**src/rtl/core/lsfe_pkg.sv**
```systemverilog
`timescale 1ns / 1ps
// ----------------------------------------------------------------------------
// lsfe_pkg
// shared constants, types and the line-bit expansion for the frame encoder
// ----------------------------------------------------------------------------
package lsfe_pkg;

    localparam int LED_COUNT_DEF = 7;
    localparam int STORE_DEPTH   = 7;
    localparam int PIX_W         = 3;
    localparam int CNT_W         = 4;
    localparam int COLOUR_W      = 24;
    localparam int SEL_W         = 2;

    // colour order on the line
    localparam logic [SEL_W-1:0] COL_GREEN = 2'd0;
    localparam logic [SEL_W-1:0] COL_RED   = 2'd1;
    localparam logic [SEL_W-1:0] COL_BLUE  = 2'd2;

    // line byte order inside one expanded colour byte
    localparam logic [SEL_W-1:0] BYT_HIGH = 2'd0;
    localparam logic [SEL_W-1:0] BYT_MID  = 2'd1;
    localparam logic [SEL_W-1:0] BYT_LOW  = 2'd2;

    localparam logic [2:0] LINE_ONE  = 3'b110;
    localparam logic [2:0] LINE_ZERO = 3'b100;

    localparam logic REQ_SET_ONE = 1'b0;
    localparam logic REQ_SET_ALL = 1'b1;

    typedef struct packed {
        logic             write;
        logic             load;
        logic             last;
        logic [PIX_W-1:0] pix;
        logic [SEL_W-1:0] col;
        logic [SEL_W-1:0] byt;
    } t_cmd;

    typedef struct packed {
        logic out_free;
    } t_status;

    // each data bit becomes three line bits, msb first
    function automatic logic [23:0] expand_byte(input logic [7:0] v);
        logic [23:0] w;
        w = '0;
        for (int i = 0; i < 8; i++) begin
            w[3*i +: 3] = v[i] ? LINE_ONE : LINE_ZERO;
        end
        return w;
    endfunction

endpackage

```
**src/rtl/core/lsfe_in_if.sv**
```systemverilog
`timescale 1ns / 1ps
// ----------------------------------------------------------------------------
// lsfe_in_if
// request channel: pixel update beats
// ----------------------------------------------------------------------------
interface lsfe_in_if;
    logic       valid;
    logic       ready;
    logic       req_type;
    logic [2:0] pixel_index;
    logic [7:0] red;
    logic [7:0] green;
    logic [7:0] blue;

    modport source (output valid, req_type, pixel_index, red, green, blue, input ready);
    modport sink   (input valid, req_type, pixel_index, red, green, blue, output ready);
endinterface

```
**src/rtl/core/lsfe_out_if.sv**
```systemverilog
`timescale 1ns / 1ps
// ----------------------------------------------------------------------------
// lsfe_out_if
// line channel: encoded spi byte beats
// ----------------------------------------------------------------------------
interface lsfe_out_if;
    logic       valid;
    logic       ready;
    logic [7:0] spi_byte;
    logic       frame_last;

    modport source (output valid, spi_byte, frame_last, input ready);
    modport sink   (input valid, spi_byte, frame_last, output ready);
endinterface

```
**src/rtl/core/led_strip_frame_encoder.sv**
```systemverilog
`timescale 1ns / 1ps
// ----------------------------------------------------------------------------
// led_strip_frame_encoder
// pixel color store with a 3-bit-per-bit spi line encoder for rgb led strips
// ----------------------------------------------------------------------------
// flow: a request beat moves the sequencer into send, then each load fills the
//   single output register, one line byte per cycle while the sink is ready;
//   the next request is taken only after the final line byte is loaded,
//   and the request beat itself loads no line byte
// reset: synchronous active low, clears every pixel color, sequencer to idle
//   and the output register to empty
// ----------------------------------------------------------------------------
module led_strip_frame_encoder #(
    parameter int LED_COUNT = lsfe_pkg::LED_COUNT_DEF
) (
    input  logic              i_clk,
    input  logic              i_rst_n,
    lsfe_in_if.sink           i_req,
    lsfe_out_if.source        o_line
);

    // command and status between sequencer and datapath
    lsfe_pkg::t_cmd    cmd;
    lsfe_pkg::t_status status;

    // sequencer: takes one request beat, then walks pixels in index order,
    // colors green, red, blue, and three line bytes per color byte
    lsfe_ctrl #(
        .LED_COUNT (LED_COUNT)
    ) u_ctrl (
        .i_clk       (i_clk),
        .i_rst_n     (i_rst_n),
        .i_req_valid (i_req.valid),
        .o_req_ready (i_req.ready),
        .i_status    (status),
        .o_cmd       (cmd)
    );

    // datapath: store update on the request beat, then one encoded byte per
    // load into the output register; the next request can be taken while the
    // final byte still waits there
    lsfe_dp #(
        .LED_COUNT (LED_COUNT)
    ) u_dp (
        .i_clk         (i_clk),
        .i_rst_n       (i_rst_n),
        .i_cmd         (cmd),
        .o_status      (status),
        .i_req_type    (i_req.req_type),
        .i_pixel_index (i_req.pixel_index),
        .i_red         (i_req.red),
        .i_green       (i_req.green),
        .i_blue        (i_req.blue),
        .o_valid       (o_line.valid),
        .i_ready       (o_line.ready),
        .o_spi_byte    (o_line.spi_byte),
        .o_frame_last  (o_line.frame_last)
    );

endmodule

```
**src/rtl/core/lsfe_ctrl.sv**
```systemverilog
`timescale 1ns / 1ps
// ----------------------------------------------------------------------------
// lsfe_ctrl
// sequencer: takes a request, then steps pixel, colour and line byte
// ----------------------------------------------------------------------------
module lsfe_ctrl #(
    parameter int LED_COUNT = lsfe_pkg::LED_COUNT_DEF
) (
    input  logic              i_clk,
    input  logic              i_rst_n,
    input  logic              i_req_valid,
    output logic              o_req_ready,
    input  lsfe_pkg::t_status i_status,
    output lsfe_pkg::t_cmd    o_cmd
);

    typedef enum logic [1:0] {
        ST_IDLE = 2'b01,
        ST_SEND = 2'b10
    } t_state;

    t_state                       r_state, n_state;
    logic [lsfe_pkg::PIX_W-1:0]   r_pix, n_pix;
    logic [lsfe_pkg::SEL_W-1:0]   r_col, n_col;
    logic [lsfe_pkg::SEL_W-1:0]   r_byt, n_byt;
    logic                         accept;
    logic                         last_pix;
    logic                         last_beat;

    assign o_req_ready = (r_state == ST_IDLE);
    assign accept      = i_req_valid && o_req_ready;
    assign last_pix    = ({1'b0, r_pix} == lsfe_pkg::CNT_W'(LED_COUNT - 1));
    assign last_beat   = last_pix && (r_col == lsfe_pkg::COL_BLUE)
                         && (r_byt == lsfe_pkg::BYT_LOW);

    always_comb begin
        n_state     = r_state;
        n_pix       = r_pix;
        n_col       = r_col;
        n_byt       = r_byt;
        o_cmd.write = 1'b0;
        o_cmd.load  = 1'b0;
        o_cmd.last  = 1'b0;
        o_cmd.pix   = r_pix;
        o_cmd.col   = r_col;
        o_cmd.byt   = r_byt;
        case (r_state)
            ST_IDLE: begin
                if (accept) begin
                    o_cmd.write = 1'b1;
                    n_state     = ST_SEND;
                    n_pix       = '0;
                    n_col       = lsfe_pkg::COL_GREEN;
                    n_byt       = lsfe_pkg::BYT_HIGH;
                end
            end
            ST_SEND: begin
                if (i_status.out_free) begin
                    o_cmd.load = 1'b1;
                    o_cmd.last = last_beat;
                    if (r_byt != lsfe_pkg::BYT_LOW) begin
                        n_byt = r_byt + 1'b1;
                    end else begin
                        n_byt = lsfe_pkg::BYT_HIGH;
                        if (r_col != lsfe_pkg::COL_BLUE) begin
                            n_col = r_col + 1'b1;
                        end else begin
                            n_col = lsfe_pkg::COL_GREEN;
                            n_pix = r_pix + 1'b1;
                        end
                    end
                    if (last_beat) begin
                        n_state = ST_IDLE;
                    end
                end
            end
            default: begin
                n_state = ST_IDLE;
            end
        endcase
    end

    always_ff @(posedge i_clk) begin
        if (!i_rst_n) begin
            r_state <= ST_IDLE;
            r_pix   <= '0;
            r_col   <= lsfe_pkg::COL_GREEN;
            r_byt   <= lsfe_pkg::BYT_HIGH;
        end else begin
            r_state <= n_state;
            r_pix   <= n_pix;
            r_col   <= n_col;
            r_byt   <= n_byt;
        end
    end

    // a load only happens mid-frame with room at the output
    a_load_when_free: assert property (@(posedge i_clk) disable iff (!i_rst_n)
        o_cmd.load |-> (r_state == ST_SEND) && i_status.out_free)
        else $error("load issued outside send or without room");

    // a new frame starts at the first byte of the first pixel
    a_frame_start: assert property (@(posedge i_clk) disable iff (!i_rst_n)
        accept |=> (r_pix == '0) && (r_col == lsfe_pkg::COL_GREEN)
                   && (r_byt == lsfe_pkg::BYT_HIGH))
        else $error("frame did not start at first byte");

    // the final beat frees the request side
    a_last_to_idle: assert property (@(posedge i_clk) disable iff (!i_rst_n)
        (o_cmd.load && o_cmd.last) |=> o_req_ready)
        else $error("not ready after final beat");

endmodule

```
**src/rtl/core/lsfe_dp.sv**
```systemverilog
`timescale 1ns / 1ps
// ----------------------------------------------------------------------------
// lsfe_dp
// pixel store, line-bit expansion and output register
// ----------------------------------------------------------------------------
module lsfe_dp #(
    parameter int LED_COUNT = lsfe_pkg::LED_COUNT_DEF
) (
    input  logic              i_clk,
    input  logic              i_rst_n,
    input  lsfe_pkg::t_cmd    i_cmd,
    output lsfe_pkg::t_status o_status,
    input  logic              i_req_type,
    input  logic [2:0]        i_pixel_index,
    input  logic [7:0]        i_red,
    input  logic [7:0]        i_green,
    input  logic [7:0]        i_blue,
    output logic              o_valid,
    input  logic              i_ready,
    output logic [7:0]        o_spi_byte,
    output logic              o_frame_last
);

    logic [lsfe_pkg::COLOUR_W-1:0] r_store [lsfe_pkg::STORE_DEPTH];
    logic                          r_valid;
    logic [7:0]                    r_byte;
    logic                          r_last;
    logic [lsfe_pkg::COLOUR_W-1:0] colour_in;
    logic [lsfe_pkg::COLOUR_W-1:0] colour_rd;
    logic [7:0]                    chan;
    logic [23:0]                   line_bits;
    logic [7:0]                    line_byte;
    logic                          idx_ok;

    assign colour_in = {i_red, i_green, i_blue};
    assign idx_ok    = ({1'b0, i_pixel_index} < lsfe_pkg::CNT_W'(LED_COUNT));
    assign colour_rd = r_store[i_cmd.pix];
    assign o_status.out_free = !r_valid || i_ready;

    always_comb begin
        case (i_cmd.col)
            lsfe_pkg::COL_GREEN: chan = colour_rd[15:8];
            lsfe_pkg::COL_RED:   chan = colour_rd[23:16];
            default:             chan = colour_rd[7:0];
        endcase
    end

    assign line_bits = lsfe_pkg::expand_byte(chan);

    always_comb begin
        case (i_cmd.byt)
            lsfe_pkg::BYT_HIGH: line_byte = line_bits[23:16];
            lsfe_pkg::BYT_MID:  line_byte = line_bits[15:8];
            default:            line_byte = line_bits[7:0];
        endcase
    end

    always_ff @(posedge i_clk) begin
        if (!i_rst_n) begin
            for (int p = 0; p < lsfe_pkg::STORE_DEPTH; p++) begin
                r_store[p] <= '0;
            end
        end else if (i_cmd.write) begin
            if (i_req_type == lsfe_pkg::REQ_SET_ALL) begin
                for (int p = 0; p < lsfe_pkg::STORE_DEPTH; p++) begin
                    if (p < LED_COUNT) begin
                        r_store[p] <= colour_in;
                    end
                end
            end else if (idx_ok) begin
                r_store[i_pixel_index] <= colour_in;
            end
        end
    end

    always_ff @(posedge i_clk) begin
        if (!i_rst_n) begin
            r_valid <= 1'b0;
        end else if (i_cmd.load) begin
            r_valid <= 1'b1;
        end else if (i_ready) begin
            r_valid <= 1'b0;
        end
    end

    always_ff @(posedge i_clk) begin
        if (i_cmd.load) begin
            r_byte <= line_byte;
            r_last <= i_cmd.last;
        end
    end

    assign o_valid      = r_valid;
    assign o_spi_byte   = r_byte;
    assign o_frame_last = r_last;

    // a loaded final beat shows up marked at the output
    a_last_marked: assert property (@(posedge i_clk) disable iff (!i_rst_n)
        (i_cmd.load && i_cmd.last) |=> r_valid && r_last)
        else $error("final beat not marked");

endmodule
```
**src/flat_wrapper.sv**
```systemverilog
// flat-port wrapper written by rule: the top's interface ports become plain ports
module led_strip_frame_encoder_flat 
#(
    parameter int LED_COUNT = lsfe_pkg::LED_COUNT_DEF
)
  (i_clk, i_rst_n, i_req_valid, i_req_req_type, i_req_pixel_index, i_req_red, i_req_green, i_req_blue, i_req_ready, o_line_valid, o_line_spi_byte, o_line_frame_last, o_line_ready);
  lsfe_in_if i_req_i ();
  lsfe_out_if o_line_i ();
  input  logic i_clk;
  input  logic i_rst_n;
  input wire logic [$bits(i_req_i.valid)-1:0] i_req_valid;
  input wire logic [$bits(i_req_i.req_type)-1:0] i_req_req_type;
  input wire logic [$bits(i_req_i.pixel_index)-1:0] i_req_pixel_index;
  input wire logic [$bits(i_req_i.red)-1:0] i_req_red;
  input wire logic [$bits(i_req_i.green)-1:0] i_req_green;
  input wire logic [$bits(i_req_i.blue)-1:0] i_req_blue;
  output wire logic [$bits(i_req_i.ready)-1:0] i_req_ready;
  output wire logic [$bits(o_line_i.valid)-1:0] o_line_valid;
  output wire logic [$bits(o_line_i.spi_byte)-1:0] o_line_spi_byte;
  output wire logic [$bits(o_line_i.frame_last)-1:0] o_line_frame_last;
  input wire logic [$bits(o_line_i.ready)-1:0] o_line_ready;
  assign i_req_i.valid = i_req_valid;
  assign i_req_i.req_type = i_req_req_type;
  assign i_req_i.pixel_index = i_req_pixel_index;
  assign i_req_i.red = i_req_red;
  assign i_req_i.green = i_req_green;
  assign i_req_i.blue = i_req_blue;
  assign i_req_ready = i_req_i.ready;
  assign o_line_valid = o_line_i.valid;
  assign o_line_spi_byte = o_line_i.spi_byte;
  assign o_line_frame_last = o_line_i.frame_last;
  assign o_line_i.ready = o_line_ready;
  led_strip_frame_encoder #(.LED_COUNT(LED_COUNT)) u_core (.i_clk(i_clk), .i_rst_n(i_rst_n), .i_req(i_req_i), .o_line(o_line_i));
endmodule
```
**config.mk**
```make
export PLATFORM = sky130hd
export DESIGN_NAME = led_strip_frame_encoder_flat
export DESIGN_NICKNAME = d
export VERILOG_FILES = /design/src/rtl/core/lsfe_pkg.sv /design/src/rtl/core/lsfe_in_if.sv /design/src/rtl/core/lsfe_out_if.sv /design/src/rtl/core/led_strip_frame_encoder.sv /design/src/rtl/core/lsfe_ctrl.sv /design/src/rtl/core/lsfe_dp.sv /design/src/flat_wrapper.sv
export SDC_FILE = /design/constraint.sdc
export NUM_CORES = 1
export LEC_CHECK = 0
export BUFFER_PORTS_ARGS = -buffer_cell sky130_fd_sc_hd__buf_4
export CORE_MARGIN = 4
export CORE_UTILIZATION = 40
export CTS_BUF_LIST = sky130_fd_sc_hd__clkbuf_2 sky130_fd_sc_hd__clkbuf_4 sky130_fd_sc_hd__clkbuf_8
export CTS_CLUSTER_SIZE = 25
export DETAILED_ROUTE_END_ITERATION = 6
export PLACE_DENSITY_LB_ADDON = 0.15
export SETUP_SLACK_MARGIN = 0.5
export SYNTH_ARGS = -nofsm -noshare
export SYNTH_HDL_FRONTEND = slang
export SYNTH_SLANG_ARGS = --single-unit
```
**constraint.sdc**
```tcl
create_clock -name i_clk -period 8.8 [get_ports i_clk]
set_input_delay 0.44 -clock i_clk [delete_from_list [all_inputs] [get_ports i_clk]]
set_output_delay 0.44 -clock i_clk [all_outputs]
set_load 0.1 [all_outputs]
```
Yosys cells after proc, flatten, opt, wreduce, memory -nomap -nowiden. Memories as Yosys holds them, arrays and structs flattened. A register that Yosys moved wholly into a read port is not among the register bits. Index checks and enable logic that the tools add are counted.

Bits in writable memories: 168. Flip-flop bits (word level): 19. Memory bits (read-only): 0. Memories: 1. Input port bits: 32. Output and inout bits: 11. Bits in latches: 0.

Add/sub/neg operators: 3. Shift operators: 0. Multipliers: 0. Equality and inequality tests: 14. Bitwise operators: 7. Reductions and logical operators: 15. Divide/modulo/power cells: 0. Multiplexer cells: 55. Order comparisons: 1.

Memories: u_core.u_dp.r_store (depth 7, width 24, read ports 1, clocked after Yosys merged registers in 1, write ports 7, RTL line lsfe_dp.sv:24) `logic [lsfe_pkg::COLOUR_W-1:0] r_store [lsfe_pkg::STORE_DEPTH];`.

Operators with widths (count): two-way mux 24 bit (8); two-way mux 2 bit (19); case mux 8 bit (2 select lines) (2); OR reduction 24 bit (1); two-way mux 3 bit (7); two-way mux 1 bit (15); case mux 2 bit (2 select lines) (3); inequality test 2 bit (second input constant) (5); bitwise OR 1 bit (7); == test 2 x 1 -> 1 bit (second input constant) (3); == test 2 bit (second input constant) (3); case mux 3 bit (2 select lines) (1); AND reduction 3 bit (2); AND reduction 5 bit (1); adder 2 x 1 -> 2 bit (second input constant) (2); zero test 2 bit (2); inequality test 2 x 1 -> 1 bit (second input constant) (2); AND reduction 4 bit (1); nonzero test 2 bit (2); adder 3 x 1 -> 3 bit (second input constant) (1); == test 3 bit (second input constant) (1); logical AND 1 bit (3); less-than comparator 3 bit (second input constant) (1); AND reduction 2 bit (1); other kinds (2) (2).

Logic depth before layout (Yosys ltp). Gate-level depths: netlist (run 1).

Word-level depth: 9. Depth in mapped cells: 6. Depth with buffers taken out: 5.

Hierarchy. Synthesis (run 1) repeated with hierarchy kept, for this count alone.

Cells, all modules: 613. Area, all modules: 9505.4 sq um.

By module, submodules not included: lsfe_dp (cells each 560, area an instance 9027.4 sq um, times used 1, seq. area each 6055.8 sq um); lsfe_ctrl (cells each 53, area an instance 478.0 sq um, times used 1, seq. area each 180.2 sq um).

Worst setup path after synthesis (run 1). OpenSTA, ideal clock, no wires.

Path type: register to register. Start point: reg u_core.u_ctrl.r_state[0]. End point: mem u_core.u_dp.r_store[0][0] (netlist bit) (enable). Data required time: 8362 ps. Stages on the path, launching flop included: 4. Library setup time: 438 ps. Period minus slack after synthesis: 4392 ps. Setup slack: 4408 ps. Arrival: 3954 ps. Cell sequence: dfxtp_1 nor2b_1 nand2_1 o21ai_0.

RTL lines: start: declaration (RTL line lsfe_ctrl.sv:22) `t_state r_state, n_state;`; start signal: assignment (RTL line lsfe_ctrl.sv:90) `r_state <= n_state;`; end: declaration (RTL line lsfe_dp.sv:24).

==> results of run 1 <==
final cells by class:
type	count	area, um2	share of cell area, %
inverters	8	30.0	0.276
clock buffers	52	622	5.72
flip-flops and latches	214	6300	58.0
clock inverters	10	41.3	0.380
multi-input cells	364	3050	28.0
repair buffers	58	435	4.01
well taps	313	392	3.60
diodes	1	2.50	0.0230
worst reg2reg max path, delay by kind of cell (launching register included):
family                 cells  cell delay (ns)
and+or+nand+nor            2             0.25
DFF                        1             0.63
AOI/OAI and AO/OA          1             0.36
muxes                      1             0.57
buffers and inverters      1             0.58
layer usage:
layer  wire length (um)  track usage (%)
met3               1380             3.25
met2              10900             29.4
met5                  0                0
met4                451             5.15
met1              10700             26.2
power by group through the flow:
stage / clock [mW] / combinational, mW / sequential (mW)
2_1_floorplan: 0 / 0.115 / 1.23
3_3_place_gp: 0 / 0.185 / 1.23
3_5_place_dp: 0 / 0.189 / 1.24
4_1_cts: 0.853 / 0.189 / 1.22
5_1_grt: 0.899 / 0.202 / 1.22
6_report: 0.833 / 0.186 / 1.22
synth_stat cells (all sizes together), types with 8 or more instances:
cell and instances:
nor2b 8, dfxtp 13, inv 8, edfxtp 201
clkbuf 19, mux4 48, nand2 8, a31oi 8
buf 14, nor2 12, and2 173, o21ai 10
kinds of logic (layout without fill, tap and decap cells):
logic type | count (synthesis) | count (layout) | synth area share, %
muxes | 56 | 56 | 12.3
AOI/OAI and AO/OA | 55 | 55 | 3.92
other | 1 | 25 | 0.0397
DFF | 214 | 214 | 66.6
buffers and inverters | 41 | 128 | 2.32
adders and majority gates | 2 | 2 | 0.265
and+or+nand+nor | 227 | 227 | 14.5
stage by stage:
step           power (mW)  instances
3_5_place_dp         1.43        957
3_3_place_gp         1.42        957
4_1_cts              2.26       1019
2_1_floorplan        1.35        619
5_1_grt              2.32       1019
6_report             2.23       1020
path summary, 6_finish.rpt:
kind	start	end	slack, ns
min reg2reg	u_core.u_ctrl.r_pix[2]	flip-flop	0.50
max	flip-flop	u_core.u_dp.o_spi_byte[7]	6.16
min	i_req_blue[3]	u_core.u_dp.r_store[7][3]	0.15
max reg2reg	flip-flop	u_core.u_dp.o_spi_byte[7]	6.16
state kept, by name (all words and copies together), names as in the netlist, named ones only:
name                      count
u_core.u_ctrl.r_col           2
u_core.u_dp.o_frame_last      1
u_core.u_ctrl.r_pix           3
u_core.u_dp.o_spi_byte        8
u_core.u_ctrl.r_state         2
u_core.u_ctrl.r_byt           2
u_core.u_dp.o_valid           1
u_core.u_dp.r_store         192
==> run_results.csv, run 1 <==
group,metric,value,unit
sta,slew_viol_final,0,
drt,drt_iter0_markers,411,
floorplan,die_w,162,um
critical_path,critPathTopFamily,"flip-flops",
synth,ys_warn_count,0,
clock_network,cts.sinks,214,
power,combPwrFrac,8.3,%
grt,grt_remaining_overflow,0,
power,p_sw,515,uW
critical_path,crit_slowest_cell,"dfxtp_4",
synth,syn_area,9450,um2
layout,fin_nets,717,
layout,fillers,1986,
layout,drive_above_1_share,24.5,%
sta,worst_hold_slack,0.145,ns
critical_path,worstPathArrival,2.90,ns
status,status,"finished, final reports clean",
clock_network,insertion_delay,0.52,ns
power,intPower,1.72,mW
sta,final-setup-viol-count,0,
grt,grt_pass1_vias,5678,
synth,synth_area_leader_cell,"edfxtp_1",
sta,fin_skew,0.0202,ns
synth,synth_top_area_share,63.9,%
critical_path,cp.depth,5,
synth,synth.area.top_cells,"edfxtp_1, mux4_2, and2_1, dfxtp_1, mux2i_1",
sta,tightest_slew,1.37,ns
synth,ys_types,45,
floorplan,start_util,41.2,%
synth,ys.flop_type,"edfxtp_1",
layout,syn2layout_area_growth,15.0,%
critical_path,worst-r2r-cell-count,5,
floorplan,coreArea,22900,um2
place,placed_area,10200,um2
drt,route.detailed.drc,0,
grt,track_usage,18.4,%
synth,async_flop_share,0,%
layout,final_cell_mix,"edfxtp_1, and2_1, buf_4, mux4_2, clkbuf_8",
critical_path,critPathBufInv,1,
sta,rsz0062_at_grt,"false",
sta,maxSlewHeadroom,8.39,%
place,port_buffers,42,
power,seqPwrFrac,54.4,%
power,power_leakage,3.92,nW
synth,synthCells,596,
clock_network,htreeDepth,2,
grt,grt_max_degree,42,
worst_hold_path,holdPathStages,1,
sta,worst_slack,6.16,ns
critical_path,cp_cell_sequence,"buf_4, mux4_2, nor2b_1, a2111oi_2, nor3_1",
sta,hold_viol,0,
sta,tns,0,ns
critical_path,path_max_fanout,27,
floorplan,fp-row-count,55,
critical_path,endpoint_kind,"flip-flop",
critical_path,crit_path_start_kind,"flip-flop",
drt,first_pass_iters,5,
clock_network,cts_tree,"built",
layout,stdcell_area,10900,um2
job,cap_violations,0,
grt,grt_pass1_wl,35500,um
clock_network,cts_made_buffers,37,
drt,viasPerCell,5.25,
place,routabilityCongestion,0.751,
synth,synth_edf_count,201,
drt,ant_nets,0,
layout,final_common_cell,"edfxtp_1",
clock_network,clk_pin_slew,0.06,ns
clock_network,cts-hold-fix-buffers,0,
power,p_per_area,206,nW/um2
layout,finish.utilization,47.4,%
clock_network,cts-root-buf,"clkbuf_8",
grt,antenna_found_initial,0,
sta,min_period_over_period,30.0,%
drt,wl_per_cell,22.9,um
drt,wirelength,23400,um
floorplan,pin_count,43,
clock_network,clockBufferDepth,3,
floorplan,die_area,26100,um2
synth,synth-seq-cells,214,
critical_path,crit_required,9.05,ns
power,p_clk_share,37.3,%
sta,fmax,378,MHz
worst_hold_path,min_path_type,"in2reg",
synth,synth_area_per_cell,15.9,um2
floorplan,die_y,162,um
power,p_sw_share,23.0,%
clock_network,cts_resized,0,
critical_path,critical_path_class,"reg2reg",
clock_network,cts_setup_buffers,0,
place,dpl.hpwl,12800,um
critical_path,max_stage_delay,0.63,ns
place,place_ws,6.04,ns
drt,routed-via-count,5352,
sta,fin_crit,2.64,ns
power,peakVddDrop,0.0000893,V
synth,ys_seq_area_share,66.6,%
Power figures use the tool's default switching activity.
==> run 2: changes to the inputs <==
clock period = 2.5 ns   (was 8.8 ns; I/O delays follow)
==> run_results.csv, run 2 (same netlist as run 1, synthesis figures left out) <==
group,metric,value,unit
power,power_leakage,4.18,nW
critical_path,path_max_fanout,11,
layout,final_common_cell,"edfxtp_1",
drt,first_pass_iters,4,
clock_network,cts_made_buffers,38,
layout,largest_register,"u_core.u_dp.r_store",
critical_path,crit_slowest_cell,"dfxtp_1",
drt,drt_iter0_markers,446,
critical_path,crit_required,2.74,ns
drt,routed-via-count,5539,
grt,grt_pass1_wl,36500,um
place,port_buffers,42,
sta,hold_viol,0,
critical_path,critical_path_class,"reg2reg",
grt,grt_remaining_overflow,0,
status,status,"finished, final reports clean",
worst_hold_path,min_path_type,"in2reg",
power,peakVddDrop,0.000267,V
clock_network,cts.sinks,214,
sta,fin_skew,0.0199,ns
drt,route.detailed.drc,0,
power,p_total,8.17,mW
clock_network,htreeDepth,2,
layout,largest_register_ffs,192,
floorplan,pin_count,43,
floorplan,coreArea,22900,um2
floorplan,die_area,26100,um2
layout,fillers,1970,
drt,viasPerCell,5.23,
sta,fin_crit,1.98,ns
floorplan,die_w,162,um
clock_network,insertion_delay,0.52,ns
grt,track_usage,18.8,%
sta,fmax,506,MHz
layout,final_cell_mix,"edfxtp_1, and2_1, buf_4, mux4_2, clkbuf_8",
place,dpl.hpwl,13400,um
drt,ant_nets,0,
layout,num_antenna_cells,0,
sta,slew_viol_final,0,
critical_path,endpoint_kind,"flip-flop",
power,p_per_area,712,nW/um2
critical_path,critPathTopFamily,"flip-flops",
layout,syn2layout_area_growth,21.5,%
grt,grt_max_degree,42,
sta,tightest_slew,0.668,ns
sta,worst_slack,0.525,ns
critical_path,worstPathArrival,2.22,ns
drt,wirelength,24500,um
critical_path,cp_cell_sequence,"nor2b_1, nand2b_2, o22ai_1, o41ai_1",
place,dp_cells,963,
layout,stdcell_count,1059,
critical_path,max_stage_delay,0.68,ns
clock_network,clockBufferDepth,3,
sta,min_period_over_period,79.0,%
grt,antenna_found_initial,0,
critical_path,crit_path_start_kind,"flip-flop",
drt,wl_per_cell,23.1,um
sta,rsz0062_at_grt,"true",
layout,drive_above_1_share,26.4,%
sta,final-setup-viol-count,0,
sta,tns,0,ns
place,place_ws,0.459,ns
clock_network,clk_pin_slew,0.06,ns
layout,fin_nets,757,
place,routabilityCongestion,0.749,
job,cap_violations,0,
clock_network,cts_tree,"built",
critical_path,critPathBufInv,0,
floorplan,die_y,162,um
floorplan,fp-row-count,55,
layout,finish.utilization,50.1,%
floorplan,start_util,41.2,%
grt,grt_pass1_vias,5904,
sta,maxSlewHeadroom,55.3,%
clock_network,cts-root-buf,"clkbuf_8",
run 2: cell types whose count changed in the layout (fill, tap and decap cells not counted), sizes merged:
| cell | delta |
|---|---|
| clkbuf | +5 |
| dlygate4sd3 | +25 |
| diode | -1 |
| clkinv | -3 |
| buf | +13 |
run 2: worst register-to-register path, cell delays in order, from the launching register on:
cell,delay (ns)
dfxtp_1,0.68
nor2b_1,0.39
nand2b_2,0.25
o22ai_1,0.26
o41ai_1,0.13
run 2: path summary, 6_finish.rpt:
kind | startpoint | endpoint | slack [ns] | depth (start not counted)
worst max-delay path | u_core.u_ctrl.r_col[0] | u_core.u_dp.o_spi_byte[3] | 0.52 | 4
worst min-delay path | i_req_valid | flip-flop | 0.07 | 4
worst max register to register | u_core.u_ctrl.r_col[0] | u_core.u_dp.o_spi_byte[3] | 0.52 | 4
worst min register to register | u_core.u_ctrl.r_pix[2] | flip-flop | 0.54 | 2
run 2: area by class of cell:
class / count / area, um2 / share of cell area (%)
Clock buffer: 56 / 702 / 6.12
Clock inverter: 7 / 27.5 / 0.240
Inverter: 8 / 30.0 / 0.262
Multi-Input combinational cell: 364 / 3140 / 27.4
Sequential cell: 214 / 6300 / 54.9
Tap cell: 313 / 392 / 3.41
Timing Repair Buffer: 97 / 881 / 7.67
run 2: power breakdown:
part | internal, mW | leakage, nW | switching (mW) | total, mW
logic | 0.334 | 1.59 | 0.440 | 0.774
registers | 4.20 | 2.20 | 0.0712 | 4.27
clock network | 1.78 | 0.387 | 1.35 | 3.13
run 2: metrics by stage:
stage	hold WS [ns]	area, um2
global route	0.0730	11500
CTS	0.0554	11400
detailed placement	0.353	10400
finish	0.0733	11500
floorplan	0.224	9640
global placement	0.347	10400
run 2: metal layers:
layer,vias to the layer above,GRT usage [%],wire (um)
met1,2872,25.7,10800
met2,139,30.9,11900
met3,44,3.20,1120
met4,0,6.04,606
met5,-,0,0
li1,2484,-,-
run 2: timing repair:
| action | in CTS | in global routing |
|---|---|---|
| hold buffers | 25 | 0 |
| setup buffers | 0 | 6 |
| hold endpoints to repair | 193 | 0 |
| resized for setup | 3 | 7 |
| cloned | 1 | 1 |
| setup endpoints to repair | 5 | 10 |
==> run 3: changes to the inputs <==
ABC_AREA = 1   (was default)
clock period = 1.9 ns   (was 2.5 ns; I/O delays follow)
==> run_results.csv, run 3 <==
group,metric,value,unit
status,status,"finished, final reports clean",
drt,viasPerCell,5.21,
critical_path,max_stage_delay,0.32,ns
critical_path,timing.critical_path.from,"u_core.u_ctrl.r_state[1]",
sta,hold_viol,0,
worst_hold_path,min_path_type,"in2reg",
layout,largest_register,"u_core.u_dp.r_store",
grt,grt_pass1_wl,48500,um
synth,synth_edf_count,201,
floorplan,start_util,40.4,%
layout,multi_input_area,4400,um2
power,p_total,12.3,mW
layout,stdcell_count,1646,
drt,route.detailed.drc,0,
place,port_buffers,42,
drt,routed-via-count,8576,
clock_network,htreeDepth,2,
grt,grt_remaining_overflow,0,
critical_path,crit_required,2.15,ns
drt,wirelength,35500,um
synth,yosys-top-cells-count,"nand2_1, edfxtp_1, inv_1",
synth,ys_seq_area_share,62.0,%
critical_path,worstPathArrival,2.01,ns
floorplan,coreArea,25100,um2
critical_path,cp_cell_sequence,"inv_2, nand2_4, clkinv_8, nand2_8, nor3_4, buf_4, nand3_4, nand2_8, buf_4, buf_12, buf_12",
clock_network,insertion_delay,0.55,ns
sta,worst_hold_slack,0.0634,ns
floorplan,die_y,167,um
power,p_clk_share,34.3,%
layout,largest_register_ffs,192,
floorplan,pin_count,43,
critical_path,critical_path_class,"reg2reg",
layout,fillers,1990,
worst_hold_path,min-delay-start,"i_req_valid",
drt,wl_per_cell,21.6,um
drt,ant_nets,0,
critical_path,path_max_fanout,5,
power,p_per_area,806,nW/um2
power,seqPwrFrac,45.8,%
layout,register_area,6310,um2
sta,fmax,568,MHz
power,power_leakage,6.63,nW
place,routabilityCongestion,0.811,
clock_network,cts.sinks,214,
synth,ys.flop_type,"edfxtp_1",
synth,synth-seq-cells,214,
clock_network,cts_made_buffers,37,
synth,syn_area,10200,um2
critical_path,critPathTopFamily,"buffers and inverters",
critical_path,crit_slowest_cell,"dfxtp_2",
job,cap_violations,0,
synth,synthCells,1086,
clock_network,clk_pin_slew,0.06,ns
place,dp_cells,1462,
sta,tightest_slew,0.561,ns
synth,synth_top_area_share,59.4,%
floorplan,die_w,167,um
layout,final_cell_mix,"nand2_1, edfxtp_1, inv_1, nand3_2, nor2_1",
power,peakVddDrop,0.000388,V
synth,async_flop_share,0,%
layout,syn2layout_area_growth,50.5,%
power,p_sw,3.41,mW
clock_network,cts_tree,"built",
power,p_sw_share,27.7,%
power,intPower,8.92,mW
sta,slew_viol_final,0,
grt,antenna_found_initial,0,
place,dpl.hpwl,17000,um
synth,synth.area.top_cells,"edfxtp_1, nand2_1, nand3_1, inv_1, nor2_1",
critical_path,endpoint_kind,"flip-flop",
synth,synth_area_per_cell,9.35,um2
floorplan,fp-row-count,58,
synth,yosysMostFrequentCell,"nand2_1",
drt,drt_iter0_markers,955,
synth,ys_types,29,
power,combPwrFrac,19.9,%
clock_network,cts-root-buf,"clkbuf_8",
synth,synth_area_leader_cell,"edfxtp_1",
grt,grt_pass1_vias,7968,
sta,rsz0062_at_grt,"true",
clock_network,clockBufferDepth,3,
layout,drive_above_1_share,39.1,%
synth,ys_warn_count,0,
sta,maxSlewHeadroom,62.5,%
critical_path,crit_path_start_kind,"flip-flop",
grt,track_usage,22.8,%
drt,first_pass_iters,5,
critical_path,r2r-start,"u_core.u_ctrl.r_state[1]",
critical_path,critPathBufInv,6,
layout,final_common_cell,"nand2_1",
sta,fin_crit,1.76,ns
layout,fin_nets,1324,
sta,fin_skew,0.0212,ns
grt,grt_max_degree,39,
floorplan,die_area,28000,um2
layout,num_antenna_cells,0,
sta,min_period_over_period,92.6,%
sta,final-setup-viol-count,0,
[run 3: tightest hold or removal path, delay by kind of cell]
kind / cells / cell delay (ns)
simple gates: 3 / 0.19
buf+inv: 2 / 0.27
[run 3: metal layers]
| layer | vias to the layer above | track usage (%) | share of wire [%] |
|---|---|---|---|
| li1 | 3912 | - | - |
| met1 | 4167 | 31.8 | 40 |
| met2 | 413 | 36.1 | 47 |
| met3 | 84 | 4.39 | 8.8 |
| met4 | 0 | 8.01 | 4.2 |
| met5 | - | 0 | 0 |
[run 3: timing repair]
item,4_1_cts,5_1_grt
pin swaps,43,73
hold endpoints to repair,70,0
gates cloned,28,15
setup buffers,36,15
resized for setup,143,212
endpoints found under the setup margin,334,337
hold buffers,25,0
[run 3: final timing paths]
check,slack [ns],end,depth (start not counted)
setup reg to reg,0.14,u_core.u_dp.r_store[1][19],11
hold reg to reg,0.51,flip-flop,2
hold / removal,0.06,u_core.u_ctrl.r_state[0],5
setup / recovery,0.14,u_core.u_dp.r_store[1][19],11
[run 3: power by group through the flow]
stage | Combinational [mW] | Sequential [mW] | Clock [mW]
floorplan | 0.935 | 5.72 | 0
global placement | 1.43 | 5.71 | 0
detailed placement | 1.44 | 5.72 | 0
CTS | 2.01 | 5.63 | 4.27
global route | 2.59 | 5.67 | 4.49
finish | 2.45 | 5.65 | 4.23
[run 3: cell families (layout without fill, tap and decap cells)]
group | after synthesis | after routing | share of synthesized area [%]
other | 1 | 24 | 0.0369
AND/OR/NAND/NOR | 603 | 609 | 26.1
adder cells (fa/ha/maj) | 2 | 2 | 0.246
AO/OA/AOI/OAI | 45 | 45 | 2.70
flip-flops | 214 | 214 | 62.0
buffers and inverters | 221 | 422 | 8.93
[run 3: stage by stage]
stage / cell area, um2 / setup WS (ns) / util, % / setup TNS [ns]
after floorplan: 10600 / -0.146 / - / -6.18
after global placement: 11400 / 0.101 / 45.4 / 0
after detailed placement: 11400 / 0.0679 / 45.4 / 0
after CTS: 14000 / 0.162 / 55.7 / 0
after global routing: 15300 / 0.0673 / 60.9 / 0
final: 15300 / 0.140 / 60.9 / 0
[run 3: final cells by class]
cell class	count	area share [%]
clock buffer	60	4.67
clock inverter	5	0.147
inverter	166	4.49
multi-input combinational	680	28.8
sequential	214	41.3
tap	330	2.70
timing repair buffer	190	17.9
timing repair inverter	1	0.0327
